## src/rtl/core/xoodoo_permutation_core_defines.svh

```systemverilog
// Assertion macros for the Xoodoo permutation core.
// Used by xoodoo_permutation_core.sv; needs signals clk and rst in scope.
`ifndef XOODOO_PERMUTATION_CORE_DEFINES_SVH
`define XOODOO_PERMUTATION_CORE_DEFINES_SVH

// Same-cycle implication, checked outside reset.
`define XOO_ASSERT_NOW(lbl, ante, cons, msg) \
  lbl: assert property (@(posedge clk) disable iff (rst) (ante) |-> (cons)) else $error(msg);

// Next-cycle implication, checked outside reset.
`define XOO_ASSERT_NEXT(lbl, ante, cons, msg) \
  lbl: assert property (@(posedge clk) disable iff (rst) (ante) |=> (cons)) else $error(msg);

`endif

```

## src/rtl/core/xoo_pkg.sv

```systemverilog
// Package for the Xoodoo permutation core: state types, round constants,
// and the single-round function. No dependencies.
package xoo_pkg;

  localparam int PLANES     = 3;
  localparam int SHEETS     = 4;
  localparam int LANE_W     = 32;
  localparam int MAX_ROUNDS = 12;
  localparam int ROUNDS_W   = 4;

  typedef logic [LANE_W-1:0] lane_t;
  typedef logic [PLANES-1:0][SHEETS-1:0][LANE_W-1:0] state_t;
  typedef logic [ROUNDS_W-1:0] rounds_t;

  // Control traveling alongside each state through the pipe.
  typedef struct packed {
    logic    valid;
    rounds_t rounds;
  } stage_ctl_t;

  localparam rounds_t MAX_ROUNDS_CODE = rounds_t'(MAX_ROUNDS);

  localparam lane_t RC [MAX_ROUNDS] = '{
    32'h0000_0058, 32'h0000_0038, 32'h0000_03C0, 32'h0000_00D0,
    32'h0000_0120, 32'h0000_0014, 32'h0000_0060, 32'h0000_002C,
    32'h0000_0380, 32'h0000_00F0, 32'h0000_01A0, 32'h0000_0012
  };

  // Rotate left by a constant, 0 < s < LANE_W.
  function automatic lane_t rotl(input lane_t v, input int s);
    return (v << s) | (v >> (LANE_W - s));
  endfunction

  // One full round: theta, rho-west, iota, chi, rho-east.
  function automatic state_t xoo_round(input state_t a, input lane_t rc);
    lane_t  p [SHEETS];
    lane_t  e [SHEETS];
    state_t m;
    state_t t;
    state_t b;
    state_t r;
    for (int x = 0; x < SHEETS; x++) begin
      p[x] = a[0][x] ^ a[1][x] ^ a[2][x];
    end
    for (int x = 0; x < SHEETS; x++) begin
      e[x] = rotl(p[(x + SHEETS - 1) % SHEETS], 5) ^ rotl(p[(x + SHEETS - 1) % SHEETS], 14);
    end
    for (int y = 0; y < PLANES; y++) begin
      for (int x = 0; x < SHEETS; x++) begin
        m[y][x] = a[y][x] ^ e[x];
      end
    end
    for (int x = 0; x < SHEETS; x++) begin
      t[0][x] = m[0][x];
      t[1][x] = m[1][(x + SHEETS - 1) % SHEETS];
      t[2][x] = rotl(m[2][x], 11);
    end
    t[0][0] = t[0][0] ^ rc;
    for (int y = 0; y < PLANES; y++) begin
      for (int x = 0; x < SHEETS; x++) begin
        b[y][x] = t[y][x] ^ (~t[(y + 1) % PLANES][x] & t[(y + 2) % PLANES][x]);
      end
    end
    for (int x = 0; x < SHEETS; x++) begin
      r[0][x] = b[0][x];
      r[1][x] = rotl(b[1][x], 1);
      r[2][x] = rotl(b[2][(x + SHEETS - 2) % SHEETS], 8);
    end
    return r;
  endfunction

endpackage

```

## src/rtl/core/xoo_stage.sv

```systemverilog
// One pipeline stage of the Xoodoo core: applies round RoundIdx when the
// item asks for more than RoundIdx rounds, else passes the state. Uses xoo_pkg.
module xoo_stage #(
  parameter int RoundIdx = 0
) (
  input  logic                clk,
  input  logic                rst,
  input  xoo_pkg::stage_ctl_t up_ctl,
  input  xoo_pkg::state_t     up_state,
  output logic                ready,
  input  logic                down_ready,
  output xoo_pkg::stage_ctl_t ctl,
  output xoo_pkg::state_t     state
);
  import xoo_pkg::*;

  localparam rounds_t ROUND_CODE = rounds_t'(RoundIdx);

  logic   apply;
  state_t state_next;

  assign ready      = !ctl.valid || down_ready;
  assign apply      = ROUND_CODE < up_ctl.rounds;
  assign state_next = apply ? xoo_round(up_state, RC[RoundIdx]) : up_state;

  always_ff @(posedge clk) begin
    if (rst) begin
      ctl.valid <= 1'b0;
    end else begin
      if (ready) begin
        ctl.valid <= up_ctl.valid;
      end
      if (ready && up_ctl.valid) begin
        ctl.rounds <= up_ctl.rounds;
        state      <= state_next;
      end
    end
  end

endmodule

```

## config.mk

```make
export PLATFORM = sky130hd
export DESIGN_NAME = xoo_stage
export DESIGN_NICKNAME = d
export VERILOG_FILES = /design/src/rtl/core/xoodoo_permutation_core_defines.svh /design/src/rtl/core/xoo_pkg.sv /design/src/rtl/core/xoo_stage.sv
export SDC_FILE = /design/constraint.sdc
export NUM_CORES = 1
export LEC_CHECK = 0
export ABC_AREA = 0
export BUFFER_PORTS_ARGS = -buffer_cell sky130_fd_sc_hd__buf_2
export CAP_MARGIN = 10
export CORE_ASPECT_RATIO = 1.4
export CORE_MARGIN = 2
export CORE_UTILIZATION = 30
export CTS_CLUSTER_SIZE = 20
export DETAILED_ROUTE_END_ITERATION = 16
export GPL_ROUTABILITY_DRIVEN = 0
export PLACE_DENSITY = 0.45
export SLEW_MARGIN = 20
export SYNTH_ARGS = -nofsm -noshare
export SYNTH_HDL_FRONTEND = slang
export SYNTH_SLANG_ARGS = --single-unit
```

## constraint.sdc

```tcl
create_clock -name clk -period 36.4 [get_ports clk]
set_clock_uncertainty 0.1 [all_clocks]
set_input_delay 1.82 -clock clk [delete_from_list [all_inputs] [get_ports clk]]
set_output_delay 1.82 -clock clk [all_outputs]
set_load 0.01 [all_outputs]
```

==> metrics, run 1 <==
first-pass GRT wire length=between 200,000 and 300,000 µm; Core Util, Final=a little over a third; hold path start=ctl[4]; gr ovfl total=0; Post-Syn Area per Cell=~14 µm²; max cap viols=0; number of synthesized flops with an enable pin=388; Core ar.=136,000 µm²; ys async rst share=0%; antenna viol nets, final=0; post-detail-place hpwl=roughly 190,000 µm; post-route minimum period=about 5900 ps; main flop type after synthesis=edfxtp_1; Final Cycle Share=16.2%; worst setup path startpoint=up_ctl[1]; syn nets=approximately 3,400; worst slew pin tran=1220 ps; DIE WIDTH=317 µm; Clk Tree Root Cell=clkbuf_16; antenna violations before repair=110; post-synthesis sequential area ratio=approximately 28%; CP Capture Type=flip-flop; initial detailed-routing violation count=4,143; post-CTS resize count=0; vias=32,700; YS warnings=0; worst setup path category=primary input to flip-flop; nets=4,017; CP max stage delay=910 ps; Die Ht=roughly 440 µm; largest net degree at the start of global routing=213; DRC viols=0; CTS Buffer Depth=3; crit path buf inv count=5; die area=~140,000 µm²; P&R area growth vs syn=16.6%; startpoint types=primary input; arrival time worst endpoint=6270 ps; outcome=finished, final reports clean; Setup WS pre-CTS=29,660 ps; final-report max-slew violation count=0; Num Clock Sinks=389; vias in the first global route=30,300; area of the mapped netlist=41,200 µm²; Pwr Density=57.6 nW/µm²; Mapped Cells=2,993; Unique masters post-synth=32; Rel. slew slack=a little under a fifth; hold_ws=524 ps; CTS Buf Count=49; Post-CTS Setup Bufs=0; total power=2.76 mW; r2r startpoint=ctl[4]; vias per std cell=between 5 and 6; worst-path cell chain=buf_2 -> or4_4 -> buf_4 -> buf_12 -> buf_4 -> buf_6 -> o211ai_1 -> o211ai_1; leakage=23.7 nW; post-synthesis register bit count=slightly below 400; Initial Util=30.3%; TritonCTS clock tree=yes; total track usage=31.9%; crit-path leading delay family=buffers and inverters; Worst-path clk slew=60 ps; Layout fillers=13,500; Setup Viol. Count Final=0; commonest cells after routing, fill and taps aside=781 x buf_2, 528 x xnor3_1, 388 x edfxtp_1; setup slack, reg-to-reg=32,840 ps; drt total wl=between 200,000 and 250,000 µm; num ports=between 700 and 800; Hold Violations, Final=0; H-tree depth=2; min-delay worst type=flip-flop to flip-flop; commonest non-fill, non-tap cell in the layout=buf_2; setup ws final=roughly 31,000 ps; Std-Cell Rows=160; RSZ-0062 raised after global routing=no; Buffers on Ports=781; post-DR wirelength/cell=41.8 µm; layout cells sized above 1=25.7%; fmax=170 MHz; Clock Latency Late Sink=between 600 and 700 ps; Max VDD drop=0.0343 mV; drt first pass iters=6; Critical Path Fanout Max=around 210; CP required=36,790 ps; slowest CP cell=buf_4; Post-CTS Hold Buffers=0; aggregate negative setup slack=0 ps
==> metrics by stage <==
step / area, µm² / std cells
6_report: 48000 / 5513
5_1_grt: 47900 / 5474
4_1_cts: 47800 / 5445
3_5_place_dp: 46200 / 5355
3_3_place_gp: 46200 / 5355
2_1_floorplan: 41200 / 2993
==> metal layers <==
layer | track usage, % | wire length, µm | vias up
li1 | - | - | 13300
met1 | 39.0 | 84000 | 16600
met2 | 49.3 | 104000 | 2189
met3 | 6.88 | 22100 | 514
met4 | 23.5 | 20200 | 70
met5 | 0 | 415 | -
==> state kept, by name (all words and copies together) (netlist names) <==
signal and cells:
state 384, ctl 5
==> where the power goes <==
part | switching [mW] | internal, mW | total [mW] | leakage [nW]
sequential | 0.0529 | 0.634 | 0.687 | 3.65
combinational | 0.841 | 0.707 | 1.55 | 19.2
clock | 0.238 | 0.292 | 0.530 | 0.788
total | 1.13 | 1.63 | 2.76 | 23.7
==> kinds of logic after synthesis <==
| group | after synthesis | synth area share [%] |
|---|---|---|
| simple gates | 918 | 11.9 |
| xor+xnor | 811 | 45.3 |
| compound gates | 505 | 9.57 |
| flops | 389 | 28.4 |
| buf+inv | 370 | 4.84 |
==> cell usage after synthesis, types with 3 or more instances <==
master,n,share of area (%)
xnor3_2,7,0.40
inv_1,120,1.1
xnor3_1,528,29
xor3_2,15,0.91
nand4_1,252,3.8
nor2_1,6,0.055
clkbuf_1,87,0.79
o211ai_1,373,6.8
buf_4,49,0.89
nor4_1,3,0.046
a211oi_1,4,0.073
edfxtp_1,388,28
or4_1,128,2.3
clkbuf_2,4,0.049
buf_2,62,0.75
nand2_1,261,2.4
buf_6,39,1.1
nand3_1,263,3.2
xor3_4,3,0.20
a211o_1,123,2.6
xor3_1,258,15
buf_1,6,0.055
==> area by class of cell <==
cell class              count  area, µm²  share of cell area, %
clock buffers              59       1310                   2.72
multi-input cells        2234      27500                   57.3
clock inverters            31        305                  0.636
repair buffers            831       4350                   9.05
inverters                 120        450                  0.939
diodes                     67        168                  0.349
well taps                1782       2230                   4.65
flip-flops and latches    389      11700                   24.3
==> final timing paths <==
path	to	cells after the start
max reg2reg	state[312]	6
min	ctl[4]	3
min reg2reg	ctl[4]	3
max	state[345]	8
==> tightest hold or removal path: stages (launching register included) <==
cell	delay, ps
dfxtp_1	300
nor2b_1	150
nor2_1	80
nor2_1	40
No activity file was read; power rests on OpenSTA's default activity.
==> run 2: changes to the inputs <==
==> constraint.sdc (replaced) <==
create_clock -name clk -period 5.75 [get_ports clk]
set_clock_uncertainty 0.1 [all_clocks]
set_input_delay 0.2875 -clock clk [delete_from_list [all_inputs] [get_ports clk]]
set_output_delay 0.2875 -clock clk [all_outputs]
set_load 0.01 [all_outputs]
==> run 2 against run 1 <==
  * Global-route usage grew 0.47 points
  * Register-to-register slack lost 29000 ps
  * Routed wire length grew 1.3%
  * Worst setup slack lost 28000 ps
  * Count of clock-buffer cells in the layout shrank 4
  * Critical path depth shrank 2
  * Critical endpoint is now state[321]
  * First-iteration DRC count grew 4.5%
  * Sequential power grew to 6.2 times the previous value
  * Total power grew to 6.5 times the previous value
  * Largest cell class unchanged
  * Critical path type unchanged
==> metrics, run 2 (synthesis gave the netlist of run 1 again) <==
Buffers on Ports=781 (unchanged); sw frac=41.3% (was 40.9%); Setup Viol. Count Final=0 (unchanged); leakage=24.2 nW (was 23.7 nW); arrival time worst endpoint=3420 ps (was 6270 ps); Largest Register=state (unchanged); Std-Cell Rows=160 (unchanged); post-DR wirelength/cell=41.7 µm (was 41.8 µm); CP required=6170 ps (was 36,790 ps); antenna violations before repair=92 (was 110); vias=33,200 (was 32,700); post-detail-place hpwl=190,000 µm (was 188,000 µm); DRC viols=0 (unchanged); Rel. slew slack=20.9% (was 18.3%); CTS Buffer Depth=3 (unchanged); H-tree depth=2 (unchanged); aggregate negative setup slack=0 ps (unchanged); total power=18.0 mW (was 2.76 mW); worst slew pin tran=1190 ps (was 1220 ps); vias per std cell=5.91 (was 5.93); fmax=333 MHz; worst setup path category=primary input to flip-flop (unchanged); final-report max-slew violation count=0 (unchanged); startpoint types=primary input (unchanged); P&R area growth vs syn=19.5% (was 16.6%); commonest cells after routing, fill and taps aside=781 x buf_2, 527 x xnor3_1, 388 x edfxtp_1 (was 781 x buf_2, 528 x xnor3_1, 388 x edfxtp_1); die area=140,000 µm² (unchanged); max reg flops=384 (unchanged); commonest non-fill, non-tap cell in the layout=buf_2 (unchanged); setup slack, reg-to-reg=3390 ps (was 32,840 ps); Reg power frac=23.9% (was 24.9%); Clock Power Share=20.0% (was 19.2%); Largest regs=state: 384 flops, ctl: 5 flops (unchanged); Num Clock Sinks=389 (unchanged); Post-CTS Setup Bufs=0 (unchanged); gr ovfl total=0 (unchanged); vias in the first global route=30,900 (was 30,300); drt first pass iters=6 (unchanged); Core Util, Final=36.2% (was 35.3%); min-delay worst type=primary input to flip-flop (was flip-flop to flip-flop); post-CTS resize count=0 (unchanged); CP Capture Type=flip-flop (unchanged); Worst-path clk slew=70 ps (was 60 ps); Die Ht=442 µm (unchanged); outcome=finished, final reports clean (unchanged); Critical Path Fanout Max=10 (was 212); combinational share of power=56.2% (was 56.0%); Int Power=10.5 mW (was 1.63 mW); post-route minimum period=3000 ps; Hold Violations, Final=0 (unchanged); RSZ-0062 raised after global routing=no (unchanged); Final Cycle Share=52.2%; initial detailed-routing violation count=4,329 (was 4,143); largest net degree at the start of global routing=196 (was 213); first-pass GRT wire length=297,000 µm (was 293,000 µm); CTS Buf Count=51 (was 49); Clk Tree Root Cell=clkbuf_16 (unchanged); total track usage=32.4% (was 31.9%); Clock Latency Late Sink=670 ps (was 640 ps); num ports=782 (unchanged); layout cells sized above 1=25.3% (was 25.7%); TritonCTS clock tree=yes (unchanged); Pwr Density=365 nW/µm² (was 57.6 nW/µm²); Max VDD drop=0.199 mV (was 0.0343 mV); max cap viols=0 (unchanged); Core ar.=136,000 µm² (unchanged); nets=4,117 (was 4,017); DIE WIDTH=317 µm (unchanged); antenna viol nets, final=0 (unchanged); switching power=7.41 mW (was 1.13 mW); drt total wl=234,000 µm (was 231,000 µm); Initial Util=30.3% (unchanged)
## run 2: cell count changes in the layout (fill, tap and decap cells not counted), moves of 5 or more
cell / delta
buf_12: +7
buf_4: -7
clkbuf_1: -6
clkinv_4: +5
diode_2: -7
dlygate4sd3_1: +100
## run 2: path summary, 6_finish.rpt
check | from | end | depth (start not counted)
min | up_state[187] | state[187] | 3
min reg2reg | ctl[4] | state[160] | 3
max | up_state[340] | state[321] | 6
max reg2reg | ctl[4] | state[18] | 4
## run 2: power groups by stage
stage                     Sequential (mW)  Clock (mW)  Combinational [mW]
after global routing                 4.30        3.71                10.5
after detailed placement             4.34           0                9.75
final                                4.28        3.58                10.1
after CTS                            4.29        3.65                9.89
after floorplan                      4.43           0                6.45
after global placement               4.35           0                9.71
## run 2: repair_timing
action / in CTS / in global routing
hold buffers: 100 / 0
endpoints found under the hold margin: 99 / 0
setup endpoints to repair: 0 / 0
## run 2: area by class of cell
class / instances / area, µm²
Sequential cell: 389 / 11700
Fill cell: 13400 / 86700
Antenna cell: 60 / 150
Clock inverter: 37 / 420
Timing Repair Buffer: 929 / 5400
Multi-Input combinational cell: 2234 / 27500
Tap cell: 1782 / 2230
Inverter: 120 / 450
Clock buffer: 55 / 1330
## run 2: critical path, cell delays in order
cell and delay [ps]:
dlygate4sd3_1 560, buf_2 150, xor3_1 1100, xnor3_1 650
or4_1 560, o211ai_1 90
## run 2: stage by stage
step | cell area (µm²) | hold WS (ps) | setup WS (ps) | instances
floorplan | 41200 | 252 | -5030 | 2993
global placement | 46300 | 394 | 2520 | 5354
detailed placement | 46300 | 394 | 2710 | 5354
CTS | 49000 | 0.235 | 2800 | 5546
global route | 49100 | 14.6 | 2750 | 5565
finish | 49200 | 10.1 | 2750 | 5606
## run 2: per-layer routing
| metal | wire length, µm | share of wire [%] | vias up | global-route usage (%) |
|---|---|---|---|---|
| met2 | 104000 | 45 | 2164 | 49.9 |
| met5 | 388 | 0.17 | - | 0 |
| met4 | 21500 | 9.2 | 60 | 24.7 |
| met1 | 84700 | 36 | 16900 | 38.6 |
| met3 | 22700 | 9.7 | 539 | 8.07 |
| li1 | - | - | 13500 | - |
